==> config.mk <==
export PLATFORM = sky130hd
export DESIGN_NAME = tuner_pitch_stabilizer_unit
export DESIGN_NICKNAME = d
export VERILOG_FILES = /design/src/hdl/tps_pkg.sv /design/src/hdl/tps_ram.sv /design/src/hdl/tps_divider.sv /design/src/hdl/tps_csr.sv /design/src/hdl/tuner_pitch_stabilizer_unit.sv
export SDC_FILE = /design/constraint.sdc
export NUM_CORES = 2
export LEC_CHECK = 0
export ABC_AREA = 0
export BUFFER_PORTS_ARGS = -buffer_cell sky130_fd_sc_hd__clkbuf_2
export CAP_MARGIN = 20
export CORE_MARGIN = 2
export CORE_UTILIZATION = 55
export CTS_BUF_LIST = sky130_fd_sc_hd__clkbuf_8
export DETAILED_ROUTE_END_ITERATION = 10
export PLACE_DENSITY = 0.74
export SLEW_MARGIN = 20
export SYNTH_ARGS = -nofsm -noshare
export SYNTH_HDL_FRONTEND = slang
export SYNTH_SLANG_ARGS = --single-unit
==> constraint.sdc <==
create_clock -name clock -period 14 [get_ports clock]
set_clock_uncertainty 0.1 [all_clocks]
set_input_delay 2.8 -clock clock [delete_from_list [all_inputs] [get_ports clock]]
set_output_delay 2.8 -clock clock [all_outputs]
set_load 0.03 [all_outputs]
==> src/hdl/tps_pkg.sv <==
// ----------------------------------------------------------------------------
// tps_pkg
// Shared widths, register indexes, reset values and the configuration
// record of the pitch stabiliser.
// ----------------------------------------------------------------------------
package tps_pkg;

   // field widths
   localparam int PITCH_W    = 15;
   localparam int NOTE_W     = 7;
   localparam int OFFSET_W   = 16;
   localparam int EASE_W     = 9;
   localparam int AVG_WIN_W  = 5;
   localparam int HYST_W     = 12;
   localparam int DROP_W     = 8;
   localparam int JUMP_W     = 13;
   localparam int CONF_W     = 4;
   localparam int CSR_IDX_W  = 3;
   localparam int CSR_DATA_W = 13;

   // default ring depth
   localparam int WINDOW_DEFAULT = 16;

   // highest displayable note
   localparam logic [NOTE_W-1:0] NOTE_MAX = 7'd127;

   // register indexes
   localparam logic [CSR_IDX_W-1:0] REG_EASING       = 3'd0;
   localparam logic [CSR_IDX_W-1:0] REG_AVG_WINDOW   = 3'd1;
   localparam logic [CSR_IDX_W-1:0] REG_HYSTERESIS   = 3'd2;
   localparam logic [CSR_IDX_W-1:0] REG_DROPOUT_LIM  = 3'd3;
   localparam logic [CSR_IDX_W-1:0] REG_JUMP_IMM     = 3'd4;
   localparam logic [CSR_IDX_W-1:0] REG_JUMP_TOL     = 3'd5;
   localparam logic [CSR_IDX_W-1:0] REG_JUMP_CONFIRM = 3'd6;

   // register reset values
   localparam logic [EASE_W-1:0]    RST_EASING       = 9'd64;
   localparam logic [AVG_WIN_W-1:0] RST_AVG_WINDOW   = 5'd4;
   localparam logic [HYST_W-1:0]    RST_HYSTERESIS   = 12'd154;
   localparam logic [DROP_W-1:0]    RST_DROPOUT_LIM  = 8'd8;
   localparam logic [JUMP_W-1:0]    RST_JUMP_IMM     = 13'd384;
   localparam logic [JUMP_W-1:0]    RST_JUMP_TOL     = 13'd128;
   localparam logic [CONF_W-1:0]    RST_JUMP_CONFIRM = 4'd3;

   typedef struct packed {
      logic [EASE_W-1:0]    easing;
      logic [AVG_WIN_W-1:0] average_window;
      logic [HYST_W-1:0]    note_hysteresis;
      logic [DROP_W-1:0]    dropout_limit;
      logic [JUMP_W-1:0]    jump_immediate;
      logic [JUMP_W-1:0]    jump_match_tolerance;
      logic [CONF_W-1:0]    jump_confirm_frames;
   } cfg_type;

endpackage

==> src/hdl/tps_ram.sv <==
// ----------------------------------------------------------------------------
// tps_ram
// Generic single-write, single-read RAM with registered read data.
// ----------------------------------------------------------------------------
module tps_ram #(
   parameter int WIDTH = 8,
   parameter int DEPTH = 16
) (
   input  logic                     clock,
   input  logic                     we,
   input  logic [$clog2(DEPTH)-1:0] waddr,
   input  logic [WIDTH-1:0]         wdata,
   input  logic [$clog2(DEPTH)-1:0] raddr,
   output logic [WIDTH-1:0]         rdata
);

   logic [WIDTH-1:0] mem_ff [DEPTH];
   logic [WIDTH-1:0] rdata_ff;

   // write port and registered read port
   always_ff @(posedge clock) begin
      if (we) begin
         mem_ff[waddr] <= wdata;
      end
      rdata_ff <= mem_ff[raddr];
   end

   assign rdata = rdata_ff;

endmodule

==> src/hdl/tps_divider.sv <==
// ----------------------------------------------------------------------------
// tps_divider
// Restoring unsigned divider, one quotient bit per cycle, shared by the
// window average and the pending-pitch update.
// ----------------------------------------------------------------------------
module tps_divider #(
   parameter int DVD_W = 19,
   parameter int DVS_W = 5
) (
   input  logic             clock,
   input  logic             reset,
   input  logic             start,
   input  logic [DVD_W-1:0] dividend,
   input  logic [DVS_W-1:0] divisor,
   output logic             done,
   output logic [DVD_W-1:0] quotient
);

   localparam int CNT_W = $clog2(DVD_W + 1);

   logic [DVD_W-1:0] quo_ff, quo_in;
   logic [DVS_W-1:0] rem_ff, rem_in;
   logic [DVS_W-1:0] dvs_ff, dvs_in;
   logic [CNT_W-1:0] cnt_ff, cnt_in;
   logic             busy_ff, busy_in;
   logic             done_ff, done_in;

   logic [DVS_W:0]   shifted;
   logic [DVS_W:0]   trial;
   logic             fits;

   // one restoring step: shift in the next dividend bit and try a subtract
   assign shifted = {rem_ff, quo_ff[DVD_W-1]};
   assign fits    = shifted >= {1'b0, dvs_ff};
   assign trial   = shifted - {1'b0, dvs_ff};

   always_comb begin
      quo_in  = quo_ff;
      rem_in  = rem_ff;
      dvs_in  = dvs_ff;
      cnt_in  = cnt_ff;
      busy_in = busy_ff;
      done_in = 1'b0;
      if (start) begin
         quo_in  = dividend;
         rem_in  = '0;
         dvs_in  = divisor;
         cnt_in  = '0;
         busy_in = 1'b1;
      end else if (busy_ff) begin
         quo_in = {quo_ff[DVD_W-2:0], fits};
         rem_in = fits ? trial[DVS_W-1:0] : shifted[DVS_W-1:0];
         cnt_in = cnt_ff + 1'b1;
         if (cnt_ff == CNT_W'(DVD_W - 1)) begin
            busy_in = 1'b0;
            done_in = 1'b1;
         end
      end
   end

   // hold control in reset, datapath free-running
   always_ff @(posedge clock) begin
      if (reset) begin
         busy_ff <= 1'b0;
         done_ff <= 1'b0;
         cnt_ff  <= '0;
      end else begin
         busy_ff <= busy_in;
         done_ff <= done_in;
         cnt_ff  <= cnt_in;
      end
      quo_ff <= quo_in;
      rem_ff <= rem_in;
      dvs_ff <= dvs_in;
   end

   assign done     = done_ff;
   assign quotient = quo_ff;

endmodule

==> src/hdl/tps_csr.sv <==
// ----------------------------------------------------------------------------
// tps_csr
// Configuration register file of the pitch stabiliser.
// ----------------------------------------------------------------------------
module tps_csr (
   input  logic                              clock,
   input  logic                              reset,
   input  logic                              csr_valid,
   output logic                              csr_ready,
   input  logic [tps_pkg::CSR_IDX_W-1:0]     csr_index,
   input  logic [tps_pkg::CSR_DATA_W-1:0]    csr_data,
   output tps_pkg::cfg_type                  cfg
);
   import tps_pkg::*;

   cfg_type cfg_ff, cfg_in;

   // writes are always taken; unused indexes fall through
   assign csr_ready = 1'b1;

   // decode the register index
   always_comb begin
      cfg_in = cfg_ff;
      if (csr_valid) begin
         unique case (csr_index)
            REG_EASING:       cfg_in.easing               = csr_data[EASE_W-1:0];
            REG_AVG_WINDOW:   cfg_in.average_window       = csr_data[AVG_WIN_W-1:0];
            REG_HYSTERESIS:   cfg_in.note_hysteresis      = csr_data[HYST_W-1:0];
            REG_DROPOUT_LIM:  cfg_in.dropout_limit        = csr_data[DROP_W-1:0];
            REG_JUMP_IMM:     cfg_in.jump_immediate       = csr_data[JUMP_W-1:0];
            REG_JUMP_TOL:     cfg_in.jump_match_tolerance = csr_data[JUMP_W-1:0];
            REG_JUMP_CONFIRM: cfg_in.jump_confirm_frames  = csr_data[CONF_W-1:0];
            default:          cfg_in = cfg_ff;
         endcase
      end
   end

   always_ff @(posedge clock) begin
      if (reset) begin
         cfg_ff.easing               <= RST_EASING;
         cfg_ff.average_window       <= RST_AVG_WINDOW;
         cfg_ff.note_hysteresis      <= RST_HYSTERESIS;
         cfg_ff.dropout_limit        <= RST_DROPOUT_LIM;
         cfg_ff.jump_immediate       <= RST_JUMP_IMM;
         cfg_ff.jump_match_tolerance <= RST_JUMP_TOL;
         cfg_ff.jump_confirm_frames  <= RST_JUMP_CONFIRM;
      end else begin
         cfg_ff <= cfg_in;
      end
   end

   assign cfg = cfg_ff;

endmodule

==> src/hdl/tuner_pitch_stabilizer_unit.sv <==
// ----------------------------------------------------------------------------
// tuner_pitch_stabilizer_unit
// Steadies detected pitch frames for a tuner display: jump confirmation,
// windowed average, exponential easing and hysteretic note lock.
// ----------------------------------------------------------------------------
// One frame is taken at a time and req_stall stays high until its result is
// loaded into the output register. A dropout or a frame that starts a new
// pending jump goes straight to the output state. Every pass through the
// shared bit-serial divider takes SUM_W steps, where SUM_W = 15 +
// clog2(WINDOW). A frame that matches a pending jump passes through the
// divider; if that confirms the jump, the frame goes on as an accepted frame.
// An accepted frame sums up to average_window of the newest ring entries
// (one RAM read a cycle), divides, multiplies, eases and updates the note.
// The result register lets the next frame in while a result waits. The ring
// RAM needs no clearing after reset: only entries written since the last
// restart are ever read.
// ----------------------------------------------------------------------------
module tuner_pitch_stabilizer_unit #(
   parameter int WINDOW = tps_pkg::WINDOW_DEFAULT
) (
   input  logic                                  clock,
   input  logic                                  reset,
   // frame input
   input  logic                                  req_valid,
   output logic                                  req_stall,
   input  logic                                  req_has_pitch,
   input  logic [tps_pkg::PITCH_W-1:0]           req_pitch,
   // result output
   output logic                                  rsp_valid,
   input  logic                                  rsp_stall,
   output logic                                  rsp_accepted,
   output logic                                  rsp_signal_present,
   output logic [tps_pkg::PITCH_W-1:0]           rsp_smoothed_pitch,
   output logic signed [tps_pkg::OFFSET_W-1:0]   rsp_note_offset,
   output logic [tps_pkg::NOTE_W-1:0]            rsp_locked_note,
   output logic                                  rsp_note_valid,
   // configuration
   input  logic                                  csr_valid,
   output logic                                  csr_ready,
   input  logic [tps_pkg::CSR_IDX_W-1:0]         csr_index,
   input  logic [tps_pkg::CSR_DATA_W-1:0]        csr_data
);
   import tps_pkg::*;

   localparam int AW     = $clog2(WINDOW);
   localparam int CW     = $clog2(WINDOW + 1);
   localparam int MW     = (CW > AVG_WIN_W) ? CW : AVG_WIN_W;
   localparam int SUM_W  = PITCH_W + AW;
   localparam int DVS_W  = AVG_WIN_W;
   localparam int PROD_W = EASE_W + PITCH_W + 2;
   localparam int SW     = PROD_W + 1;

   // sequencer states
   localparam logic [3:0] ST_IDLE  = 4'd0;
   localparam logic [3:0] ST_ADMIT = 4'd1;
   localparam logic [3:0] ST_PEND  = 4'd2;
   localparam logic [3:0] ST_PDIV  = 4'd3;
   localparam logic [3:0] ST_WRITE = 4'd4;
   localparam logic [3:0] ST_SUM   = 4'd5;
   localparam logic [3:0] ST_ADIV  = 4'd6;
   localparam logic [3:0] ST_MUL   = 4'd7;
   localparam logic [3:0] ST_EASE  = 4'd8;
   localparam logic [3:0] ST_NOTE  = 4'd9;
   localparam logic [3:0] ST_OUT   = 4'd10;

   cfg_type cfg;

   logic [3:0]          state_ff, state_in;
   logic                has_pitch_ff, has_pitch_in;
   logic [PITCH_W-1:0]  pitch_ff, pitch_in;
   logic [CW-1:0]       count_ff, count_in;
   logic [AW-1:0]       wpos_ff, wpos_in;
   logic [PITCH_W-1:0]  smoothed_ff, smoothed_in;
   logic [DROP_W-1:0]   dropout_ff, dropout_in;
   logic [CONF_W-1:0]   pframes_ff, pframes_in;
   logic [PITCH_W-1:0]  ppitch_ff, ppitch_in;
   logic [NOTE_W-1:0]   note_ff, note_in;
   logic                note_valid_ff, note_valid_in;
   logic                live_ff, live_in;
   logic                acc_ff, acc_in;
   logic [MW-1:0]       n_ff, n_in;
   logic [MW-1:0]       k_ff, k_in;
   logic [AW-1:0]       rp_ff, rp_in;
   logic                issue_ff, issue_in;
   logic [SUM_W-1:0]    sum_ff, sum_in;
   logic [PITCH_W-1:0]  avg_ff, avg_in;
   logic signed [PROD_W-1:0] prod_ff, prod_in;

   logic                    rsp_valid_ff, rsp_valid_in;
   logic                    rsp_accepted_ff, rsp_accepted_in;
   logic                    rsp_present_ff, rsp_present_in;
   logic [PITCH_W-1:0]      rsp_smoothed_ff, rsp_smoothed_in;
   logic signed [OFFSET_W-1:0] rsp_offset_ff, rsp_offset_in;
   logic [NOTE_W-1:0]       rsp_note_ff, rsp_note_in;
   logic                    rsp_note_valid_ff, rsp_note_valid_in;

   // ring RAM and shared divider ports
   logic                ram_we;
   logic [PITCH_W-1:0]  ram_rdata;
   logic                div_start;
   logic [SUM_W-1:0]    div_dividend;
   logic [DVS_W-1:0]    div_divisor;
   logic                div_done;
   logic [SUM_W-1:0]    div_quot;

   // datapath helpers
   logic [PITCH_W-1:0]  ad_smooth, ad_pend, ad_note, q_pend, pp_next, note_pos, s_sat;
   logic                near, match, pend_neg;
   logic [DROP_W-1:0]   drop_inc;
   logic [CONF_W-1:0]   frames_p1;
   logic [AW-1:0]       wpos_next, rp_next;
   logic [CW-1:0]       count_next;
   logic [MW-1:0]       aw_mw, cnt_mw, n_sel;
   logic [DVS_W-1:0]    n_div;
   logic signed [OFFSET_W-1:0] ease_diff;
   logic signed [EASE_W:0]     ease_s;
   logic signed [SW-1:0]       s_wide;
   logic [PITCH_W:0]    near_sum;
   logic [NOTE_W:0]     near_hi;
   logic [NOTE_W-1:0]   near_note;
   logic signed [OFFSET_W-1:0] offset_now;

   tps_csr u_csr (
      .clock     (clock),
      .reset     (reset),
      .csr_valid (csr_valid),
      .csr_ready (csr_ready),
      .csr_index (csr_index),
      .csr_data  (csr_data),
      .cfg       (cfg)
   );

   tps_ram #(
      .WIDTH (PITCH_W),
      .DEPTH (WINDOW)
   ) u_ring (
      .clock (clock),
      .we    (ram_we),
      .waddr (wpos_ff),
      .wdata (pitch_ff),
      .raddr (rp_ff),
      .rdata (ram_rdata)
   );

   tps_divider #(
      .DVD_W (SUM_W),
      .DVS_W (DVS_W)
   ) u_div (
      .clock    (clock),
      .reset    (reset),
      .start    (div_start),
      .dividend (div_dividend),
      .divisor  (div_divisor),
      .done     (div_done),
      .quotient (div_quot)
   );

   // distances for the jump tests
   assign ad_smooth = (pitch_ff > smoothed_ff) ? pitch_ff - smoothed_ff
                                               : smoothed_ff - pitch_ff;
   assign ad_pend   = (pitch_ff > ppitch_ff) ? pitch_ff - ppitch_ff
                                             : ppitch_ff - pitch_ff;
   assign near      = (smoothed_ff == '0) || (ad_smooth <= PITCH_W'(cfg.jump_immediate));
   assign match     = (pframes_ff != '0)
                      && (ad_pend <= PITCH_W'(cfg.jump_match_tolerance));
   assign drop_inc  = (dropout_ff == '1) ? dropout_ff : dropout_ff + 1'b1;
   assign frames_p1 = pframes_ff + 1'b1;

   // pending pitch step, truncated toward zero
   assign pend_neg = pitch_ff < ppitch_ff;
   assign q_pend   = div_quot[PITCH_W-1:0];
   assign pp_next  = pend_neg ? ppitch_ff - q_pend : ppitch_ff + q_pend;

   // ring pointers and fill count
   assign wpos_next  = (wpos_ff == AW'(WINDOW - 1)) ? '0 : wpos_ff + 1'b1;
   assign rp_next    = (rp_ff == '0) ? AW'(WINDOW - 1) : rp_ff - 1'b1;
   assign count_next = (count_ff == CW'(WINDOW)) ? count_ff : count_ff + 1'b1;
   assign aw_mw      = MW'(cfg.average_window);
   assign cnt_mw     = MW'(count_next);
   assign n_sel      = (aw_mw < cnt_mw) ? aw_mw : cnt_mw;
   assign n_div      = n_ff[DVS_W-1:0];

   // easing: floor of the product over 256, then saturate
   assign ease_s    = signed'({1'b0, cfg.easing});
   assign ease_diff = signed'({1'b0, avg_ff}) - signed'({1'b0, smoothed_ff});
   assign s_wide    = SW'(signed'({1'b0, smoothed_ff})) + SW'(prod_ff >>> 8);
   always_comb begin
      if (smoothed_ff == '0) begin
         s_sat = avg_ff;
      end else if (s_wide < 0) begin
         s_sat = '0;
      end else if (s_wide > SW'(32767)) begin
         s_sat = '1;
      end else begin
         s_sat = s_wide[PITCH_W-1:0];
      end
   end

   // nearest note and hysteresis distance
   assign near_sum   = {1'b0, smoothed_ff} + (PITCH_W + 1)'(128);
   assign near_hi    = near_sum[PITCH_W:8];
   assign near_note  = (near_hi > {1'b0, NOTE_MAX}) ? NOTE_MAX : near_hi[NOTE_W-1:0];
   assign note_pos   = {note_ff, 8'b0};
   assign ad_note    = (smoothed_ff > note_pos) ? smoothed_ff - note_pos
                                                : note_pos - smoothed_ff;
   assign offset_now = signed'({1'b0, smoothed_ff}) - signed'({1'b0, note_pos});

   // sequencer
   always_comb begin
      state_in      = state_ff;
      has_pitch_in  = has_pitch_ff;
      pitch_in      = pitch_ff;
      count_in      = count_ff;
      wpos_in       = wpos_ff;
      smoothed_in   = smoothed_ff;
      dropout_in    = dropout_ff;
      pframes_in    = pframes_ff;
      ppitch_in     = ppitch_ff;
      note_in       = note_ff;
      note_valid_in = note_valid_ff;
      live_in       = live_ff;
      acc_in        = acc_ff;
      n_in          = n_ff;
      k_in          = k_ff;
      rp_in         = rp_ff;
      issue_in      = 1'b0;
      sum_in        = sum_ff;
      avg_in        = avg_ff;
      prod_in       = prod_ff;
      ram_we        = 1'b0;
      div_start     = 1'b0;
      div_dividend  = sum_ff;
      div_divisor   = (n_div == '0) ? DVS_W'(1) : n_div;

      rsp_valid_in      = (rsp_valid_ff && rsp_stall);
      rsp_accepted_in   = rsp_accepted_ff;
      rsp_present_in    = rsp_present_ff;
      rsp_smoothed_in   = rsp_smoothed_ff;
      rsp_offset_in     = rsp_offset_ff;
      rsp_note_in       = rsp_note_ff;
      rsp_note_valid_in = rsp_note_valid_ff;

      unique case (state_ff)
         ST_IDLE: begin
            if (req_valid) begin
               has_pitch_in = req_has_pitch;
               pitch_in     = req_pitch;
               state_in     = ST_ADMIT;
            end
         end
         ST_ADMIT: begin
            acc_in = 1'b0;
            if (!has_pitch_ff) begin
               // dropout: drop any pending jump, count, maybe reset all
               pframes_in = '0;
               ppitch_in  = '0;
               dropout_in = drop_inc;
               if (drop_inc >= cfg.dropout_limit) begin
                  count_in      = '0;
                  wpos_in       = '0;
                  smoothed_in   = '0;
                  dropout_in    = '0;
                  note_in       = '0;
                  note_valid_in = 1'b0;
                  live_in       = 1'b0;
               end
               state_in = ST_OUT;
            end else if (near) begin
               pframes_in = '0;
               ppitch_in  = '0;
               state_in   = ST_WRITE;
            end else begin
               state_in = ST_PEND;
            end
         end
         ST_PEND: begin
            if (!match) begin
               // start a new pending jump
               ppitch_in  = pitch_ff;
               pframes_in = CONF_W'(1);
               state_in   = ST_OUT;
            end else begin
               div_start    = 1'b1;
               div_dividend = SUM_W'(ad_pend);
               div_divisor  = DVS_W'(frames_p1);
               state_in     = ST_PDIV;
            end
         end
         ST_PDIV: begin
            if (div_done) begin
               if (frames_p1 < cfg.jump_confirm_frames) begin
                  ppitch_in  = pp_next;
                  pframes_in = frames_p1;
                  state_in   = ST_OUT;
               end else begin
                  // jump confirmed: restart the history at this pitch
                  smoothed_in = pitch_ff;
                  count_in    = '0;
                  wpos_in     = '0;
                  pframes_in  = '0;
                  ppitch_in   = '0;
                  state_in    = ST_WRITE;
               end
            end
         end
         ST_WRITE: begin
            ram_we     = 1'b1;
            wpos_in    = wpos_next;
            count_in   = count_next;
            n_in       = n_sel;
            k_in       = '0;
            rp_in      = wpos_ff;
            sum_in     = '0;
            dropout_in = '0;
            live_in    = 1'b1;
            acc_in     = 1'b1;
            state_in   = ST_SUM;
         end
         ST_SUM: begin
            // walk back from the newest entry, one read a cycle
            if (k_ff < n_ff) begin
               k_in     = k_ff + 1'b1;
               rp_in    = rp_next;
               issue_in = 1'b1;
            end
            if (issue_ff) begin
               sum_in = sum_ff + SUM_W'(ram_rdata);
            end
            if ((k_ff == n_ff) && !issue_ff) begin
               div_start = 1'b1;
               state_in  = ST_ADIV;
            end
         end
         ST_ADIV: begin
            if (div_done) begin
               avg_in   = div_quot[PITCH_W-1:0];
               state_in = ST_MUL;
            end
         end
         ST_MUL: begin
            prod_in  = PROD_W'(ease_s) * PROD_W'(ease_diff);
            state_in = ST_EASE;
         end
         ST_EASE: begin
            smoothed_in = s_sat;
            state_in    = ST_NOTE;
         end
         ST_NOTE: begin
            if (!note_valid_ff) begin
               note_in       = near_note;
               note_valid_in = 1'b1;
            end else if (ad_note > PITCH_W'(cfg.note_hysteresis)) begin
               note_in = near_note;
            end
            state_in = ST_OUT;
         end
         ST_OUT: begin
            // load the result once the output register is free
            if (!rsp_valid_ff || !rsp_stall) begin
               rsp_valid_in      = 1'b1;
               rsp_accepted_in   = acc_ff;
               rsp_present_in    = live_ff;
               rsp_smoothed_in   = smoothed_ff;
               rsp_offset_in     = note_valid_ff ? offset_now : '0;
               rsp_note_in       = note_valid_ff ? note_ff : '0;
               rsp_note_valid_in = note_valid_ff;
               state_in          = ST_IDLE;
            end
         end
         default: begin
            state_in = ST_IDLE;
         end
      endcase
   end

   always_ff @(posedge clock) begin
      if (reset) begin
         state_ff      <= ST_IDLE;
         count_ff      <= '0;
         wpos_ff       <= '0;
         smoothed_ff   <= '0;
         dropout_ff    <= '0;
         pframes_ff    <= '0;
         ppitch_ff     <= '0;
         note_ff       <= '0;
         note_valid_ff <= 1'b0;
         live_ff       <= 1'b0;
         acc_ff        <= 1'b0;
         k_ff          <= '0;
         n_ff          <= '0;
         rp_ff         <= '0;
         issue_ff      <= 1'b0;
         rsp_valid_ff  <= 1'b0;
      end else begin
         state_ff      <= state_in;
         count_ff      <= count_in;
         wpos_ff       <= wpos_in;
         smoothed_ff   <= smoothed_in;
         dropout_ff    <= dropout_in;
         pframes_ff    <= pframes_in;
         ppitch_ff     <= ppitch_in;
         note_ff       <= note_in;
         note_valid_ff <= note_valid_in;
         live_ff       <= live_in;
         acc_ff        <= acc_in;
         k_ff          <= k_in;
         n_ff          <= n_in;
         rp_ff         <= rp_in;
         issue_ff      <= issue_in;
         rsp_valid_ff  <= rsp_valid_in;
      end
      has_pitch_ff      <= has_pitch_in;
      pitch_ff          <= pitch_in;
      sum_ff            <= sum_in;
      avg_ff            <= avg_in;
      prod_ff           <= prod_in;
      rsp_accepted_ff   <= rsp_accepted_in;
      rsp_present_ff    <= rsp_present_in;
      rsp_smoothed_ff   <= rsp_smoothed_in;
      rsp_offset_ff     <= rsp_offset_in;
      rsp_note_ff       <= rsp_note_in;
      rsp_note_valid_ff <= rsp_note_valid_in;
   end

   assign req_stall          = (state_ff != ST_IDLE);
   assign rsp_valid          = rsp_valid_ff;
   assign rsp_accepted       = rsp_accepted_ff;
   assign rsp_signal_present = rsp_present_ff;
   assign rsp_smoothed_pitch = rsp_smoothed_ff;
   assign rsp_note_offset    = rsp_offset_ff;
   assign rsp_locked_note    = rsp_note_ff;
   assign rsp_note_valid     = rsp_note_valid_ff;

   // a taken frame closes the input until its result is loaded
   a_stall_after_accept : assert property (@(posedge clock) disable iff (reset)
      (req_valid && !req_stall) |=> req_stall)
      else $error("input not stalled after a frame was taken");

   // a new result appears only out of the output state
   a_result_from_out : assert property (@(posedge clock) disable iff (reset)
      $rose(rsp_valid_ff) |-> $past(state_ff == ST_OUT))
      else $error("result raised outside the output state");

   // the fill count never passes the ring depth
   a_count_bound : assert property (@(posedge clock) disable iff (reset)
      count_ff <= CW'(WINDOW))
      else $error("ring fill count beyond depth");

   // a locked note exists only while a live signal is held
   a_note_needs_live : assert property (@(posedge clock) disable iff (reset)
      note_valid_ff |-> live_ff)
      else $error("locked note without a live signal");

endmodule
# After elaboration in Yosys (flattened, before gate mapping)

Memory sizes are Yosys's and may differ from the RTL's. A register that Yosys moved wholly into a read port is not among the register bits.
Index checks and enable logic that the tools add are counted.
Widths: inputs -> output; s select.

Bitwise gates (word level): 2
$mul: 1
Multiplexer cells: 90
Shift operators: 0
Add/sub/neg operators: 21
Order comparisons: 15
Divide/modulo/power cells: 0
Reductions and logical operators: 45
Equality and inequality tests: 34

Operator list:

| cell                  | count |
|---|---|
| $mux 15               | 16 |
| $sub 15x15->15        | 7 |
| $mux 19               | 5 |
| $pmux 15 s3           | 2 |
| $mux 4                | 20 |
| $mux 5                | 11 |
| $gt 15x15->1          | 3 |
| $pmux 4 s11           | 1 |
| $pmux 19 s2           | 1 |
| $mux 7                | 5 |
| $sub 15x15->16        | 2 |
| $le 15x13->1          | 2 |
| $mul 10x16->26        | 1 |
| $reduce_and 2->1      | 13 |
| $mux 8                | 3 |
| $pmux 4 s3            | 2 |
| $add 16x18->19        | 1 |
| $add 19x15->19        | 1 |
| $gt 19x16->1 const B  | 1 |
| $lt 19x1->1 const B   | 1 |
| $ne 2x2->1 const B    | 9 |
| $add 15x8->16 const B | 1 |
| $eq 4x3->1 const B    | 4 |
| $eq 4x4->1 const B    | 4 |
| other kinds (47)      | 92 |

Output and inout bits: 44
Bits in registers: 298
Memories kept: 1
Bits in latches: 0
Bits in read-only memories: 0
Logic and storage cells: 249
RAM bits: 240
Input port bits: 37

Memories:

| name          | words | bits a word | rd ports | clocked after memory_dff | wr ports | line          | RTL |
|---|---|---|---|---|---|---|---|
| u_ring.mem_ff | 16    | 15          | 1        | 1                        | 1        | tps_ram.sv:17 | `logic [WIDTH-1:0] mem_ff [DEPTH];` |

# Logic depth before layout (Yosys ltp)

Word-level depth: 7
Depth in mapped cells: 32
Mapped depth without buffers: 32

# Hierarchy

A second synthesis with hierarchy kept.

Cell total of the unflattened synthesis: 3,189
Area, all modules: 34,679.5 um^2

Modules (own cells, without submodules):

| module                      | instances | cells each | area each (um^2) |
|---|---|---|---|
| tuner_pitch_stabilizer_unit | 1         | 2,404      | 20,925.1 |
| tps_ram                     | 1         | 406        | 9,446.6 |
| tps_csr                     | 1         | 245        | 2,617.5 |
| tps_divider                 | 1         | 134        | 1,690.4 |

# Worst setup path after synthesis

Ideal clock, no wire load.

Path kind: reg-to-reg
From: reg avg_ff[0]
To: reg prod_ff[25] (data pin)
Library setup time: 0.261 ns
Cell stages (with the launch flop): 33
Path slack: 6.308 ns
Arrival time: 7.332 ns
Cells stage by stage: edfxtp_1 inv_1 ha_1 fa_1 nor2b_1 o21ai_0 a21boi_0 o21ai_0 a21boi_0 o21a_1 nor2_1 xnor2_1 nand2_1 fa_1 inv_1 fa_1 fa_1 fa_1 inv_1 fa_1 inv_1 ha_1 nand3_1 a21oi_1 a221oi_1 o21ai_0 o31ai_1 o21ai_0 nand3_1 a31oi_1 a21oi_1 o21bai_1 xnor2_1

Cells in the longest elaborated chain, start to end: 2

Ends and longest elaborated chain:

| what                   | line                               | RTL |
|---|---|---|
| start, declared        | tuner_pitch_stabilizer_unit.sv:86  | `logic [PITCH_W-1:0] avg_ff, avg_in;` |
| start signal, assigned | tuner_pitch_stabilizer_unit.sv:415 | `avg_ff <= avg_in;` |
| $sub 15x15->16         | tuner_pitch_stabilizer_unit.sv:185 | `assign ease_diff = signed'({1'b0, avg_ff}) - signed'({1'b0, smoothed_ff});` |
| $mul 10x16->26         | tuner_pitch_stabilizer_unit.sv:341 | `prod_in = PROD_W'(ease_s) * PROD_W'(ease_diff);` |
| end signal, assigned   | tuner_pitch_stabilizer_unit.sv:416 | `prod_ff <= prod_in;` |
| end, declared          | tuner_pitch_stabilizer_unit.sv:87  | `logic signed [PROD_W-1:0] prod_ff, prod_in;` |

Every way passes these cells.
A chain may end at the register's enable or synchronous reset.

# Worst setup path after layout

Same ends and word-level chain as after synthesis.

==> impl_metrics.env <==
export IMPL_outcome="complete, no violations"
export IMPL_cts_path_max_buffers=3
export IMPL_tightest_slew_ns=1.09
export IMPL_slowest_delay_ns=0.63
export IMPL_rsz0062_at_grt="no"
export IMPL_synth_xor_area_share_pct=3.85
export IMPL_r2r_cells=32
export IMPL_synthMuxAreaShare_pct=6.38
export IMPL_synth_compound_area_share_pct=12.1
export IMPL_cp_max_fo=9
export IMPL_dp_cells=4023
export IMPL_timing_fmax_mhz=111
export IMPL_nNetsFinal=3714
export IMPL_ctsHoldBuffers=0
export IMPL_critPathTopFamily="adder cells"
export IMPL_grt_overflow=0
export IMPL_path_buf_inv=4
export IMPL_ys_seq_area_share_pct=42.9
export IMPL_layout_drive_gt1_share_pct=11.3
export IMPL_cp_required_ns=14.37
export IMPL_setup_ws_ns=4.99
export IMPL_row_count=91
export IMPL_grt_max_degree=90
export IMPL_slew_viol_final=0
export IMPL_yosys_warnings=0
export IMPL_min_from="acc_ff"
export IMPL_fin_crit_sh_pct=64.4
export IMPL_clk_latency_ns=0.75
export IMPL_slew_headroom_pct=27.2
export IMPL_tritoncts="done"
export IMPL_cts_sinks=545
export IMPL_hold_violations=0
export IMPL_synth_nets=3613
export IMPL_ys_seq_elements=545
export IMPL_gp_congestion=0.964
export IMPL_path_class="flop to flop"
export IMPL_dr_pass1_iters=6
export IMPL_port_buffer_count=79
export IMPL_hold_path_class="flop to flop"
export IMPL_p_leak_nw=14.7
export IMPL_synthSimpleGateAreaFrac_pct=12.5
export IMPL_power_density_nw_per_um2=162
export IMPL_synth_top_family_by_area="adder cells"
export IMPL_h_tree_depth=3
export IMPL_ctsResizeCount=0
export IMPL_end_kind="flop"
export IMPL_grt_pass1_vias=24900
export IMPL_setup_viol=0
export IMPL_peakVddDrop_mv=0.147
export IMPL_yosysUniqueCellTypes=87
export IMPL_synthAdderAreaFrac_pct=17.4
export IMPL_r2r_end="prod_ff[25]"
export IMPL_post_layout_nonfiller_instances=4200
export IMPL_place_area_um2=35600
export IMPL_wire_per_inst_um=22.7
export IMPL_crit_top_cell="fa_1"
export IMPL_layout_min_cycle_time_ns=9.01
export IMPL_initial_utilization_pct=55.4
export IMPL_cp_startpoint="avg_ff[0]"
export IMPL_gr_usage_all_layers_pct=30.2
export IMPL_whs_endpoint="rsp_accepted"
export IMPL_drc=0
export IMPL_synth_edf_count=373
export IMPL_routed_wl_um=95300
export IMPL_dieArea_um2=64100
export IMPL_chipWidth_um=253
export IMPL_drtIter0Drc=2327
export IMPL_root_buffer="clkbuf_8"
export IMPL_die_h_um=253
export IMPL_arrival_ns=9.38
export IMPL_cap_violations=0
export IMPL_grt_pass1_wl_um=147000
export IMPL_cts_setup_buffers=0
export IMPL_start_kind="flop"
export IMPL_ant_nets=0
export IMPL_synth_flop_cell="edfxtp_1"
export IMPL_via_count=25200
export IMPL_final_area_um2=37400
export IMPL_syn_avg_cell_area_um2=10.7
export IMPL_via_per_inst=6.01
export IMPL_hold_worst_slack_ns=0.346
export IMPL_r2r_start="avg_ff[0]"
export IMPL_antenna_found_initial=5
export IMPL_cpMaxStageDelayCell="a221oi_1"
export IMPL_syn_cell_area_um2=34100
export IMPL_path_clk_slew_ns=0.06
export IMPL_r2r_slack_ns=4.99
export IMPL_pre_cts_slack_ns=4.94
export IMPL_area_growth_pct=9.59
export IMPL_pin_count=81
export IMPL_coreArea_um2=61600
export IMPL_min_delay_path_depth=0
export IMPL_numCtsBuffers=92
export IMPL_tns_ns=0
export IMPL_dpl_hpwl_um=71100
export IMPL_async_reset_ff_share_pct=0
export IMPL_netlist_instances=3180
export IMPL_fillers=4941
## cell type report
type | instances | area [um^2] | share of cell area [%]
Clock buffer | 99 | 1360 | 3.64
Multi-Input combinational cell | 2205 | 17900 | 47.9
Timing Repair Buffer | 126 | 751 | 2.01
Antenna cell | 5 | 12.5 | 0.0334
Clock inverter | 72 | 489 | 1.31
Tap cell | 837 | 1050 | 2.80
Sequential cell | 545 | 14600 | 39.1
Inverter | 311 | 1170 | 3.12
## worst register-to-register path, delay by kind of cell (launching register included)
family                     cells  cell delay (ns)
buffers and inverters          4             0.20
and+or+nand+nor                5             0.60
DFF                            1             0.37
adders and majority gates      8             3.50
AOI/OAI and AO/OA             13             3.28
xor gates and xnor gates       2             0.71
## state kept, by name (all words and copies together), names as in the netlist, 16 cells and up
name             flops
u_ring.mem_ff      240
u_csr.cfg           64
sum_ff              19
u_div.quotient      19
prod_ff             18
rsp_note_offset     16
## where the power goes
part | total (mW) | internal [mW] | switching, mW
sequential | 2.02 | 1.89 | 0.133
combinational | 2.61 | 0.970 | 1.64
clock | 1.44 | 0.741 | 0.698
## Yosys cell counts (8+ instances only)
cell       instances  area share [%]
ha_1             265             9.7
a22oi_1           41            0.90
nand2_1          327             3.6
mux2i_1           36             1.1
nor2_1           185             2.0
xor2_1            37            0.95
nor4_1            10            0.18
fa_1             131             7.7
a311oi_1          10            0.26
o21a_1            17            0.37
a21boi_0           8            0.18
clkbuf_1          96             1.1
o211ai_1          25            0.55
and2_1            99             1.8
mux4_2            75             4.9
nand2b_1          34            0.62
a21oi_1          207             3.0
a21o_1            42            0.92
a31oi_1           16            0.29
o21ai_0          137             2.0
a211oi_1          21            0.46
dfxtp_1          172              10
nor2b_1           48            0.88
nand3_1           60            0.88
nor3_1            59            0.86
a221oi_1           8            0.21
o21bai_1          11            0.24
buf_2             12            0.18
or3_1              8            0.15
and3_1            16            0.29
inv_1            309             3.4
mux2_2            10            0.33
edfxtp_1         373              33
o2bb2ai_2         10            0.44
xnor2_1          110             2.8
nand4_1           24            0.44
## cell usage in the layout, fill, tap and decap left out, drive strengths merged, types with 10 or more instances in the layout
cell / netlist / final
mux4: 75 / 75
nor4: 10 / 10
fa: 131 / 131
dfxtp: 172 / 172
o21bai: 11 / 11
xor2: 38 / 38
a21oi: 209 / 209
nor3: 60 / 60
ha: 265 / 265
o211ai: 25 / 25
xnor2: 110 / 110
nand4: 25 / 25
edfxtp: 373 / 373
buf: 22 / 48
mux2i: 36 / 36
and3: 16 / 16
nand3: 60 / 60
a211oi: 21 / 21
o2bb2ai: 15 / 15
a22oi: 41 / 41
o21a: 17 / 17
inv: 311 / 353
a21o: 42 / 42
a31oi: 16 / 16
o21ai: 141 / 141
and2: 99 / 99
nor2b: 48 / 48
a311oi: 11 / 11
mux2: 11 / 11
clkbuf: 97 / 177
nand2b: 34 / 34
nor2: 186 / 186
clkinv: 0 / 25
nand2: 327 / 327
## per-layer routing
| metal | GRT usage (%) | vias to the layer above | wire length (um) |
|---|---|---|---|
| li1 | - | 11500 | - |
| met1 | 39.7 | 12400 | 39400 |
| met2 | 49.5 | 1034 | 45300 |
| met3 | 4.85 | 240 | 6460 |
| met4 | 13.5 | 0 | 4250 |
| met5 | 0 | - | 0 |
## how the worst max path moves through the flow
stage                       end  slack (ns)  depth (start not counted)
global route        prod_ff[25]        4.27                         31
detailed placement  prod_ff[25]        4.94                         32
CTS                 prod_ff[25]        4.94                         32
global placement    prod_ff[25]        5.25                         31
floorplan           prod_ff[25]        6.31                         32
finish              prod_ff[25]        4.99                         32
## cell families (layout without fill, tap and decap cells)
logic type | after synthesis | after routing
adders and majority gates | 396 | 396
and+or+nand+nor | 901 | 901
other | 1 | 6
buffers and inverters | 430 | 608
muxes | 122 | 122
AOI/OAI and AO/OA | 637 | 637
DFF | 545 | 545
xor gates and xnor gates | 148 | 148
## stage by stage
| step | power, mW | util (%) |
|---|---|---|
| detailed placement | 4.62 | 57.7 |
| floorplan | 3.82 | - |
| CTS | 6.07 | 60.7 |
| finish | 6.08 | 60.8 |
| global route | 6.43 | 60.8 |
| global placement | 4.54 | 57.7 |
(Power assumes the default switching activity.)
